File: config.mk
export PLATFORM = sky130hd
export DESIGN_NAME = trapezoidal_servo_profile_unit
export DESIGN_NICKNAME = d
export VERILOG_FILES = /design/src/rtl/tsp_pkg.sv /design/src/rtl/tsp_div.sv /design/src/rtl/trapezoidal_servo_profile_unit.sv
export SDC_FILE = /design/constraint.sdc
export NUM_CORES = 2
export LEC_CHECK = 0
export ABC_AREA = 1
export BUFFER_PORTS_ARGS = -buffer_cell sky130_fd_sc_hd__buf_2
export CORE_MARGIN = 2
export CORE_UTILIZATION = 40
export CTS_CLUSTER_SIZE = 8
export DETAILED_ROUTE_END_ITERATION = 12
export PLACE_DENSITY_LB_ADDON = 0.3
export SLEW_MARGIN = 20
export SYNTH_ARGS = -nofsm -noshare
export SYNTH_HDL_FRONTEND = slang
export SYNTH_SLANG_ARGS = --single-unit
File: constraint.sdc
create_clock -name clk -period 7 [get_ports clk]
set_clock_uncertainty 0.1 [all_clocks]
set_input_delay 0.35 -clock clk [delete_from_list [all_inputs] [get_ports clk]]
set_output_delay 0.35 -clock clk [all_outputs]
set_load 0.05 [all_outputs]
File: src/rtl/tsp_pkg.sv
// Shared constants and types for the trapezoidal servo profile unit.
package tsp_pkg;

  localparam int CFG_IDX_W  = 3;
  localparam int CFG_DATA_W = 16;
  localparam int ANG_W      = 8;

  // configuration register indexes
  localparam logic [CFG_IDX_W-1:0] CFG_CLOSE = 3'd0;
  localparam logic [CFG_IDX_W-1:0] CFG_MID   = 3'd1;
  localparam logic [CFG_IDX_W-1:0] CFG_OPEN  = 3'd2;
  localparam logic [CFG_IDX_W-1:0] CFG_ACCEL = 3'd3;
  localparam logic [CFG_IDX_W-1:0] CFG_TOP   = 3'd4;
  localparam logic [CFG_IDX_W-1:0] CFG_DPU   = 3'd5;

  // target select codes
  localparam logic [1:0] SEL_CLOSE  = 2'd0;
  localparam logic [1:0] SEL_MID    = 2'd1;
  localparam logic [1:0] SEL_OPEN   = 2'd2;
  localparam logic [1:0] SEL_CENTRE = 2'd3;

  // motion stages
  localparam logic [1:0] STG_ACCEL  = 2'd0;
  localparam logic [1:0] STG_CRUISE = 2'd1;
  localparam logic [1:0] STG_DECEL  = 2'd2;

  localparam logic [ANG_W-1:0] CENTRE_ANGLE = 8'd90;
  localparam logic [ANG_W-1:0] SERVO_MAX    = 8'd180;

  localparam logic [15:0] RST_ACCEL = 16'd360;
  localparam logic [9:0]  RST_TOP   = 10'd180;
  localparam logic [15:0] RST_DPU   = 16'd256;

  typedef struct packed {
    logic load;
    logic run;
  } div_ctrl_t;

endpackage

File: src/rtl/tsp_div.sv
// Restoring divider, one quotient bit per cycle while run is asserted, MSB of the dividend first.
module tsp_div
  import tsp_pkg::*;
#(
  parameter int DVD_W = 35,
  parameter int DVS_W = 26
) (
  input  logic             clk,
  input  div_ctrl_t        ctrl,
  input  logic [DVD_W-1:0] dividend,
  input  logic [DVS_W-1:0] divisor,
  output logic [DVD_W-1:0] quotient
);

  logic [DVD_W-1:0] dvd_sr;
  logic [DVD_W-1:0] quo;
  logic [DVS_W-1:0] dvs;
  logic [DVS_W-1:0] rem;
  logic [DVS_W:0]   rem_sh;
  logic             fit;

  assign rem_sh = {rem, dvd_sr[DVD_W-1]};
  assign fit    = rem_sh >= {1'b0, dvs};

  always_ff @(posedge clk) begin
    if (ctrl.load) begin
      dvd_sr <= dividend;
      dvs    <= divisor;
      rem    <= '0;
      quo    <= '0;
    end else if (ctrl.run) begin
      dvd_sr <= {dvd_sr[DVD_W-2:0], 1'b0};
      rem    <= fit ? DVS_W'(rem_sh - {1'b0, dvs}) : rem_sh[DVS_W-1:0];
      quo    <= {quo[DVD_W-2:0], fit};
    end
  end

  assign quotient = quo;

endmodule

File: src/rtl/trapezoidal_servo_profile_unit.sv
// Trapezoidal servo motion profile generator, top level.
//
//   channel | signals                                  | transfer when
//   --------+------------------------------------------+-------------------------
//   cmd in  | in_valid, in_ready, mode, target_select  | in_valid & in_ready
//   result  | out_valid, out_ready, servo_position,    | out_valid & out_ready
//           | moving                                   |
//   config  | cfg_we, cfg_index, cfg_data              | cfg_we
//
// A start command, or a tick while idle, goes straight to the done state. A
// tick during a move runs phases 1 and 2, the decision, phase 3 and the move,
// or ends at the decision when it only changes stage or snaps onto the goal.
// Reset is synchronous and restores the control and configuration registers
// and the centre position. A stalled result sits in the output register; the
// next command is taken meanwhile and its result waits until that register
// is free.
module trapezoidal_servo_profile_unit
  import tsp_pkg::*;
#(
  parameter int FRAC_BITS        = 16,
  parameter int TICKS_PER_SECOND = 1000
) (
  input  logic                  clk,
  input  logic                  rst,
  input  logic                  cfg_we,
  input  logic [CFG_IDX_W-1:0]  cfg_index,
  input  logic [CFG_DATA_W-1:0] cfg_data,
  input  logic                  in_valid,
  output logic                  in_ready,
  input  logic                  mode,
  input  logic [1:0]            target_select,
  output logic                  out_valid,
  input  logic                  out_ready,
  output logic [ANG_W-1:0]      servo_position,
  output logic                  moving
);

  localparam int F      = FRAC_BITS;
  localparam int POS_W  = 10 + F;
  localparam int SPD_W  = 11 + F;
  localparam int DW     = POS_W - F;
  localparam int TW     = $clog2(TICKS_PER_SECOND + 1);
  localparam int DV_W   = TW + 16;
  localparam int DVD_W  = SPD_W + 8;
  localparam int VQ_W   = SPD_W - F + 8;
  localparam int SQ_W   = 2 * VQ_W;
  localparam int K_W    = 32;
  localparam int L_W    = DW + K_W;
  localparam int FAR_SH = 9;
  localparam int CMP_W  = L_W + FAR_SH;
  localparam int PH1    = 16 + F;
  localparam int PH2    = DW;
  localparam int PH3    = DVD_W;
  localparam int CNT_W  = $clog2(PH3);

  localparam logic [TW-1:0]    TPS_C   = TW'(TICKS_PER_SECOND);
  localparam logic [POS_W-1:0] POS_MAX = '1;

  localparam logic [2:0] S_IDLE   = 3'd0;
  localparam logic [2:0] S_P1     = 3'd1;
  localparam logic [2:0] S_P2     = 3'd2;
  localparam logic [2:0] S_DECIDE = 3'd3;
  localparam logic [2:0] S_P3     = 3'd4;
  localparam logic [2:0] S_MOVE   = 3'd5;
  localparam logic [2:0] S_DONE   = 3'd6;

  logic [2:0]       state;
  logic [CNT_W-1:0] cnt;

  logic [ANG_W-1:0] close_point, mid_point, open_point;
  logic [15:0]      accel_rate, degrees_per_unit;
  logic [9:0]       top_speed;

  logic [POS_W-1:0] pos;
  logic [SPD_W-1:0] speed;
  logic [1:0]       stage;
  logic [ANG_W-1:0] goal;
  logic             busy;

  logic [15:0]      dpu_sr;
  logic [K_W-1:0]   acc_k;
  logic [DV_W-1:0]  acc_dv;
  logic [VQ_W-1:0]  vq, vq_sr;
  logic [SQ_W-1:0]  acc_sq;
  logic [DW-1:0]    d_sr;
  logic [L_W-1:0]   acc_l;
  logic [SPD_W-1:0] s_step;

  logic             in_xfer, out_free, last;
  logic [15:0]      a_nz, dpu_nz;
  logic [POS_W-1:0] goal_fix, sel_fix, span_fix;
  logic [ANG_W-1:0] sel_goal;
  logic [SPD_W-1:0] top_fix, vt, speed_next, va;
  logic [1:0]       stage_next;
  logic             far, adv, snap;
  logic [DVD_W:0]   sum_up;
  logic [POS_W-1:0] pos_next;
  logic [POS_W-1:0] ipart_w;
  logic [DW-1:0]    ipart;

  div_ctrl_t        div_ctrl;
  logic [DVD_W-1:0] div_dvd, div_q;
  logic [DV_W-1:0]  div_dvs;

  assign in_ready = (state == S_IDLE);
  assign in_xfer  = in_valid & in_ready;
  assign out_free = !out_valid || out_ready;

  assign a_nz     = (accel_rate == '0) ? 16'd1 : accel_rate;
  assign dpu_nz   = (degrees_per_unit == '0) ? 16'd1 : degrees_per_unit;
  assign goal_fix = {2'b00, goal, {F{1'b0}}};
  assign top_fix  = {1'b0, top_speed, {F{1'b0}}};
  assign vt       = (stage == STG_CRUISE) ? top_fix : speed;
  assign span_fix = (pos >= goal_fix) ? pos - goal_fix : goal_fix - pos;

  always_comb begin
    unique case (target_select)
      SEL_CLOSE: sel_goal = close_point;
      SEL_MID:   sel_goal = mid_point;
      SEL_OPEN:  sel_goal = open_point;
      SEL_CENTRE: sel_goal = CENTRE_ANGLE;
      default:   sel_goal = CENTRE_ANGLE;
    endcase
  end
  assign sel_fix = {2'b00, sel_goal, {F{1'b0}}};

  always_comb begin
    unique case (state)
      S_P1:    last = (cnt == CNT_W'(PH1 - 1));
      S_P2:    last = (cnt == CNT_W'(PH2 - 1));
      S_P3:    last = (cnt == CNT_W'(PH3 - 1));
      default: last = 1'b0;
    endcase
  end

  // braking test: d*a*dpu*2^9 > vq^2, then the stage decision
  always_comb begin
    far        = {acc_l, {FAR_SH{1'b0}}} > CMP_W'(acc_sq);
    stage_next = stage;
    speed_next = speed;
    adv        = 1'b0;
    snap       = 1'b0;
    va         = speed;
    case (stage)
      STG_ACCEL: begin
        if (far) begin
          if (speed < top_fix) begin
            speed_next = speed + s_step;
            adv        = 1'b1;
            va         = speed_next;
          end else begin
            stage_next = STG_CRUISE;
          end
        end else begin
          stage_next = STG_DECEL;
        end
      end
      STG_CRUISE: begin
        if (far) begin
          adv = 1'b1;
          va  = top_fix;
        end else begin
          stage_next = STG_DECEL;
        end
      end
      default: begin
        if (speed != '0) begin
          speed_next = (s_step > speed) ? '0 : speed - s_step;
          adv        = 1'b1;
          va         = speed_next;
        end else begin
          snap = 1'b1;
        end
      end
    endcase
  end

  // position step with saturation at both ends
  always_comb begin
    sum_up = {1'b0, DVD_W'(pos)} + {1'b0, div_q};
    if (pos < goal_fix) begin
      pos_next = (sum_up > (DVD_W + 1)'(POS_MAX)) ? POS_MAX : sum_up[POS_W-1:0];
    end else begin
      pos_next = (div_q > DVD_W'(pos)) ? '0 : pos - div_q[POS_W-1:0];
    end
  end

  // shared divider: speed step in phase 1, position step in phase 3
  assign div_ctrl.load = (in_xfer && !mode && busy) || (state == S_DECIDE && adv);
  assign div_ctrl.run  = (state == S_P1) || (state == S_P3);
  assign div_dvd = (state == S_IDLE) ? {a_nz, {(DVD_W - 16){1'b0}}} : {va, 8'h00};
  assign div_dvs = (state == S_IDLE) ? DV_W'(TPS_C) : acc_dv;

  tsp_div #(
    .DVD_W(DVD_W),
    .DVS_W(DV_W)
  ) u_div (
    .clk      (clk),
    .ctrl     (div_ctrl),
    .dividend (div_dvd),
    .divisor  (div_dvs),
    .quotient (div_q)
  );

  always_ff @(posedge clk) begin
    if (rst) begin
      state            <= S_IDLE;
      cnt              <= '0;
      close_point      <= CENTRE_ANGLE;
      mid_point        <= CENTRE_ANGLE;
      open_point       <= CENTRE_ANGLE;
      accel_rate       <= RST_ACCEL;
      top_speed        <= RST_TOP;
      degrees_per_unit <= RST_DPU;
      pos              <= {2'b00, CENTRE_ANGLE, {F{1'b0}}};
      speed            <= '0;
      stage            <= STG_ACCEL;
      goal             <= CENTRE_ANGLE;
      busy             <= 1'b0;
      out_valid        <= 1'b0;
    end else begin
      if (cfg_we) begin
        unique case (cfg_index)
          CFG_CLOSE: close_point      <= cfg_data[ANG_W-1:0];
          CFG_MID:   mid_point        <= cfg_data[ANG_W-1:0];
          CFG_OPEN:  open_point       <= cfg_data[ANG_W-1:0];
          CFG_ACCEL: accel_rate       <= cfg_data;
          CFG_TOP:   top_speed        <= cfg_data[9:0];
          CFG_DPU:   degrees_per_unit <= cfg_data;
          default: ;
        endcase
      end

      if (state == S_DONE && out_free) begin
        out_valid <= 1'b1;
      end else if (out_ready) begin
        out_valid <= 1'b0;
      end

      unique case (state)
        S_IDLE: begin
          if (in_xfer) begin
            cnt <= '0;
            if (mode) begin
              goal  <= sel_goal;
              speed <= '0;
              stage <= STG_ACCEL;
              busy  <= (pos != sel_fix);
              state <= S_DONE;
            end else if (!busy) begin
              state <= S_DONE;
            end else begin
              state <= S_P1;
            end
          end
        end
        S_P1, S_P2, S_P3: begin
          cnt <= last ? '0 : cnt + 1'b1;
          if (last) begin
            state <= (state == S_P1) ? S_P2 : (state == S_P2) ? S_DECIDE : S_MOVE;
          end
        end
        S_DECIDE: begin
          stage <= stage_next;
          speed <= speed_next;
          if (snap) begin
            pos  <= goal_fix;
            busy <= 1'b0;
          end
          state <= adv ? S_P3 : S_DONE;
        end
        S_MOVE: begin
          pos   <= pos_next;
          busy  <= (pos_next != goal_fix);
          state <= S_DONE;
        end
        S_DONE: begin
          if (out_free) state <= S_IDLE;
        end
        default: state <= S_IDLE;
      endcase
    end
  end

  // shift-add datapath, MSB of each multiplier first
  always_ff @(posedge clk) begin
    if (in_xfer) begin
      dpu_sr <= dpu_nz;
      acc_k  <= '0;
      acc_dv <= '0;
      vq     <= vt[SPD_W-1:F-8];
      vq_sr  <= vt[SPD_W-1:F-8];
      acc_sq <= '0;
      d_sr   <= span_fix[POS_W-1:F];
      acc_l  <= '0;
    end
    if (state == S_P1) begin
      if (cnt < CNT_W'(16)) begin
        dpu_sr <= {dpu_sr[14:0], 1'b0};
        acc_k  <= {acc_k[K_W-2:0], 1'b0} + (dpu_sr[15] ? {16'h0000, a_nz} : '0);
        acc_dv <= {acc_dv[DV_W-2:0], 1'b0} + (dpu_sr[15] ? DV_W'(TPS_C) : '0);
      end
      if (cnt < CNT_W'(VQ_W)) begin
        vq_sr  <= {vq_sr[VQ_W-2:0], 1'b0};
        acc_sq <= {acc_sq[SQ_W-2:0], 1'b0} + (vq_sr[VQ_W-1] ? SQ_W'(vq) : '0);
      end
    end
    if (state == S_P2) begin
      // speed step, at least one LSB
      if (cnt == '0) begin
        s_step <= (div_q[SPD_W-1:0] == '0) ? SPD_W'(1) : div_q[SPD_W-1:0];
      end
      d_sr  <= {d_sr[DW-2:0], 1'b0};
      acc_l <= {acc_l[L_W-2:0], 1'b0} + (d_sr[DW-1] ? L_W'(acc_k) : '0);
    end
    if (state == S_DONE && out_free) begin
      servo_position <= (ipart > DW'(SERVO_MAX)) ? SERVO_MAX : ipart[ANG_W-1:0];
      moving         <= busy;
    end
  end

  assign ipart_w = pos >> F;
  assign ipart   = ipart_w[DW-1:0];

endmodule

======== Yosys cells after proc, flatten, opt, wreduce, memory -nomap -nowiden ========
Index checks and enable logic that the tools add are counted.
operators by class
  add/sub/neg operators ................... 12
  order comparisons ....................... 11
  equality and inequality tests ........... 29
  muxes and demuxes ....................... 80
  bitwise operators ....................... 1
  reductions and logical operators ........ 41
operators with widths
  kind                  count
  $mux 26               9
  $mux 27               8
  $pmux 27 s2           3
  $mux 32               4
  $mux 38               3
  $mux 35               3
  $mux 16               6
  $mux 42               2
  $mux 19               4
  $ne 26x24->1          2
  $pmux 26 s2           1
  $sub 26x26->26        2
  $gt 51x38->1          1
  $add 42x32->42        1
  $add 38x19->38        1
  $add 26x35->36        1
  $gt 36x26->1 const B  1
  $gt 35x26->1          1
  $add 32x16->32        1
  $logic_not 16->1      2
  $pmux 8 s4            1
  $mux 10               3
  $add 27x27->27        1
  $ge 27x26->1          1
  50 further kinds      112
word-level totals
  register bits after elaboration ......... 500
  word-level logic and storage cells ...... 204

======== Logic depth before layout (Yosys ltp) ========
  depth in word-level cells ............... 7
  gate-level depth with buffers ........... 30

======== Hierarchy ========
A second synthesis with hierarchy kept.
second synthesis, totals
  cell total of the unflattened synthesis .. 5337
  area total of the unflattened synthesis .. 36470.0 µm²
modules (own cells, without submodules)
  module                          instances  cells an instance  area an instance (µm²)  sequential area each (µm²)
  trapezoidal_servo_profile_unit  1          4522               30138.9                 8628.3
  tsp_div                         1          815                6331.1                  3052.9

======== Least setup slack after synthesis ========
Ideal clock, no wire load.
  path kind ............................... register -> register
  start ................................... reg acc_sq[18]
  end ..................................... reg u_div.dvs[0], enable pin
  data arrival time ....................... 2.952 ns
  required time ........................... 6.499 ns
  slack ................................... 3.548 ns
  stages on the path, launching flop included .. 14
  buffers on the path ..................... 1
  clock period less this slack ............ 3.452 ns
  cells stage by stage .................... dfxtp_1 -> inv_1 -> ha_1 -> nand2_1 -> nor2_1 -> nand3b_1 -> o41ai_1 -> a31oi_1 -> o21ai_1 -> nand2_2 -> nand2_2 -> nand3_2 -> nand2_2 -> clkbuf_1
between the ends
  word-level cells in the longest chain between the ends .. 5
  elaborated cells on any way between the ends .. 6
  those cells by class .................... order compare (1); mux (3); reduce/logical (2)
ends and longest elaborated chain
  element                    RTL line                                                                      source
  from (decl)                trapezoidal_servo_profile_unit.sv:84                                          logic [SQ_W-1:0] acc_sq;
  from (signal assigned)     trapezoidal_servo_profile_unit.sv:305                                         acc_sq <= {acc_sq[SQ_W-2:0], 1'b0} + (vq_sr[VQ_W-1] ? SQ_W'(vq) : '0);
  $gt 51x38->1 *             trapezoidal_servo_profile_unit.sv:138                                         far = {acc_l, {FAR_SH{1'b0}}} > CMP_W'(acc_sq);
  $mux 1 (on tied branches)  trapezoidal_servo_profile_unit.sv:159, trapezoidal_servo_profile_unit.sv:146
  $pmux 1 s2 *               trapezoidal_servo_profile_unit.sv:144                                         case (stage)
  $logic_and 1x1->1 *        trapezoidal_servo_profile_unit.sv:189                                         assign div_ctrl.load = (in_xfer && !mode && busy) || (state == S_DECIDE && adv);
  $logic_or 1x1->1 *         trapezoidal_servo_profile_unit.sv:189
  to (signal assigned)       tsp_div.sv:28                                                                 dvs <= divisor;
  to (decl)                  tsp_div.sv:17                                                                 logic [DVS_W-1:0] dvs;
Mark *: on every way between the ends. The rest lies on a longest branch, timed or not.
A chain may end at the register's enable or synchronous reset.

======== Worst setup path in the final report ========
  start ................................... reg acc_sq[34]
  end ..................................... reg u_div.dvd_sr[13], enable pin
between the ends
  word-level cells in the longest chain between the ends .. 6
  elaborated cells on any way between the ends .. 7
  those cells by class .................... order compare (1); mux (3); reduce/logical (3)
ends and longest elaborated chain
  element                        RTL line                                                                      source
  $gt 51x38->1 *                 trapezoidal_servo_profile_unit.sv:138
  $mux 1 (on tied branches)      trapezoidal_servo_profile_unit.sv:159, trapezoidal_servo_profile_unit.sv:146
  $pmux 1 s2 *                   trapezoidal_servo_profile_unit.sv:144
  $logic_and 1x1->1 *            trapezoidal_servo_profile_unit.sv:189
  $logic_or 1x1->1 *             trapezoidal_servo_profile_unit.sv:189
  $reduce_bool 2->1 (no line) *  --
  to (signal assigned)           tsp_div.sv:27                                                                 dvd_sr <= dividend;
  to (signal assigned)           tsp_div.sv:32                                                                 dvd_sr <= {dvd_sr[DVD_W-2:0], 1'b0};
  to (decl)                      tsp_div.sv:15                                                                 logic [DVD_W-1:0] dvd_sr;
Marked as above.

==> results.txt <==
Bufs and invs on worst path: 5
Least-Margin Pin Slew: 1.13 ns
Antenna Nets Post-Route: 0
Max H-tree Level: 3
mapped cell area: 35,300 sq um
DRC viols: 0
CTS Buffer Depth: 3
Async S/R FF share, synth: 0%
Die Span Y: 301 um
Seq/Total Area, Yosys: 32.4%
grt ovf: 0
final cell count without fillers: 6,259
status: finished clean
most frequent cells in the layout: nand2_1 (1,090), inv_1 (728), a21oi_1 (474)
number of flops mapped to enable cells by yosys: 159
clock latency on the worst-skew pair: 0.65 ns
CTS tree: done
initial antenna violation count: 3
root buffer cell: clkbuf_16
routed via count: 33,800
slowest CP cell: buf_4
Primary FF master, synth: dfxtp_1
CP Data Required Time: 7.15 ns
first-pass GRT wire length: 175 mm
CP Cell Sequence: inv_1 -> ha_1 -> nand2_1 -> inv_1 -> nand3_1 -> nor3_1 -> nand2_1 -> o2111ai_1 -> a31oi_1 -> o21ai_1 -> nand3_1 -> nand2_1 -> nand3_2 -> nand2_2 -> inv_2 -> buf_4 -> nand2_2 -> buf_4
Iter 0 DRT Violations: 3,593
Placer Congestion: 0.983
drt first pass iters: 7
RSZ-0062 raised after global routing: false
final setup vio count: 0
Finished Core Util: 44.3%
die width: 301 um
Leak Pwr: 0.0181 uW
VDD IR max: 336 uV
core box area: 87,200 sq um
vias per cell: 5.41
setup total negative slack: 0 ns
Rows: 108
die area: 90,600 sq um
Slew Limit Fails: 0
Num CTS Buffers: 73
Worst slew margin: 24.4%
max incr delay on CP: 0.55 ns
minimum clock period: 5.09 ns
clk sinks: 492
Layout area overhead: 9.30%
CP Class: reg2reg
area post-placement: 36,300 sq um
Post-Route WL: 113 mm
Nets: 5,371
vias in the first global route: 31,200
family with the most delay on the worst path: simple AND/OR/NAND/NOR gates
Final Hold Fails: 0
number of distinct library cells after synthesis: 64
Worst Setup Start Kind: flop
commonest non-fill, non-tap cell in the layout: nand2_1
crit end category: flop
Mapped Avg Cell Area: 6.90 sq um
crit path max fanout: 56
Seq cells post-synth: 492
CTS clk-pin slew, worst paths: 0.05 ns
Post-CTS Resized: 0
maximum clock rate: 196 MHz
gr usage total: 24.3%
share of layout cells above drive strength 1: 4.65%
worst hold path type: in2reg
Hold WS: 0.0488 ns
crit path DAT: 5.24 ns
cell mode on critical path: nand2_1
pin count of the biggest net entering global routing: 98
Mapped Nets: 5,429
PwrDens: 415 nW/um^2
Routed wire per std cell: 18.0 um
post-DP HPWL: 84.9 mm
design area: 38,600 sq um
cell count after synthesis: 5,111
Initial Util: 40.5%
placed instance count: 6,123
Final period util: 72.7%
io pins: 38
buffers added on ports: 37
YS warnings: 0
number of max-cap violations: 0
==> sequential cells by signal (all words and copies together), names as in the netlist, 6 cells and up <==
| register | flops |
|---|---|
| acc_dv | 26 |
| acc_k | 32 |
| acc_l | 42 |
| acc_sq | 38 |
| accel_rate | 16 |
| close_point | 8 |
| cnt | 6 |
| d_sr | 10 |
| degrees_per_unit | 16 |
| dpu_sr | 16 |
| goal | 8 |
| mid_point | 8 |
| open_point | 8 |
| pos | 26 |
| s_step | 27 |
| servo_position | 8 |
| speed | 27 |
| top_speed | 10 |
| u_div.dvd_sr | 27 |
| u_div.dvs | 26 |
| u_div.quotient | 35 |
| u_div.rem | 26 |
| vq | 19 |
| vq_sr | 19 |
==> tightest hold or removal path: cells and delay by family <==
| kind | cells | cell delay [ns] |
|---|---|---|
| buffers and inverters | 1 | 0.20 |
| and+or+nand+nor | 2 | 0.17 |
==> power breakdown <==
part           switching (uW)  internal (uW)
sequential                566           3860
combinational            5650           2530
clock                    1400           2020
total                    7620           8400
==> what timing repair did <==
action | CTS | global route
hold buffers | 10 | 0
hold endpoints to repair | 23 | 0
buffers inserted | 0 | 0
endpoints found under the setup margin | 0 | 0
==> worst paths after layout <==
path,to,start,slack [ns],depth (start not counted)
max,u_div.dvd_sr[13],acc_sq[34],1.91,18
min,mid_point[1],cfg_data[1],0.05,3
max reg2reg,u_div.dvd_sr[13],acc_sq[34],1.91,18
min reg2reg,moving,busy,0.36,0
==> cells by family after synthesis <==
group,Yosys count,synth area share (%)
AO/OA/AOI/OAI,1192,18.7
adder cells (fa/ha/maj),291,10.5
buffers and inverters,962,10.6
flip-flops,492,32.4
XOR/XNOR,146,3.62
AND/OR/NAND/NOR,2028,24.1
==> through the flow <==
stage          setup WS, ns  total power [uW]
5_1_grt                1.49             17200
4_1_cts                1.88             15900
3_5_place_dp           1.94             12400
3_3_place_gp           2.00             12400
2_1_floorplan          3.55             10200
6_report               1.91             16000
==> layout make-up <==
class / count / area (sq um)
fill: 9043 / 48600
multi-input combinational: 3657 / 20100
sequential: 492 / 11400
inverter: 747 / 2810
clock buffer: 115 / 2020
tap: 1155 / 1450
timing repair buffer: 82 / 548
clock inverter: 9 / 161
antenna: 2 / 5.00
==> routing by layer <==
layer,vias to the layer above,track usage (%),part of all wire (%)
li1,16800,-,-
met1,15700,34.8,47
met2,1145,37.4,43
met3,182,3.67,7.5
met4,0,7.24,2.9
met5,-,0,0
==> synth_stat cells, types with 7 or more instances <==
cell,count,share of area [%]
o21ai_0,418,5.9
nand3_1,284,4.0
clkbuf_1,158,1.7
o21ai_1,29,0.41
o211ai_1,37,0.79
a21o_1,10,0.21
buf_6,7,0.22
a31oi_1,23,0.41
o221ai_1,9,0.22
xnor2_1,23,0.57
fa_1,9,0.51
nand2_2,11,0.20
o22ai_1,74,1.3
nand3b_1,10,0.21
inv_1,731,7.8
or2_2,13,0.23
buf_1,8,0.085
nor4_1,32,0.57
inv_2,13,0.14
a211oi_1,9,0.19
o21bai_1,19,0.40
nand4_1,73,1.3
dfxtp_1,333,19
o2111ai_1,11,0.27
o31ai_1,9,0.19
nand2_1,1091,12
ha_1,282,10
nor3_1,56,0.79
xor2_1,123,3.1
nor2_1,431,4.6
nor2_2,9,0.16
o21a_1,25,0.53
edfxtp_1,159,14
buf_4,9,0.19
buf_2,31,0.44
a21oi_1,474,6.7
(Power assumes the default switching activity.)
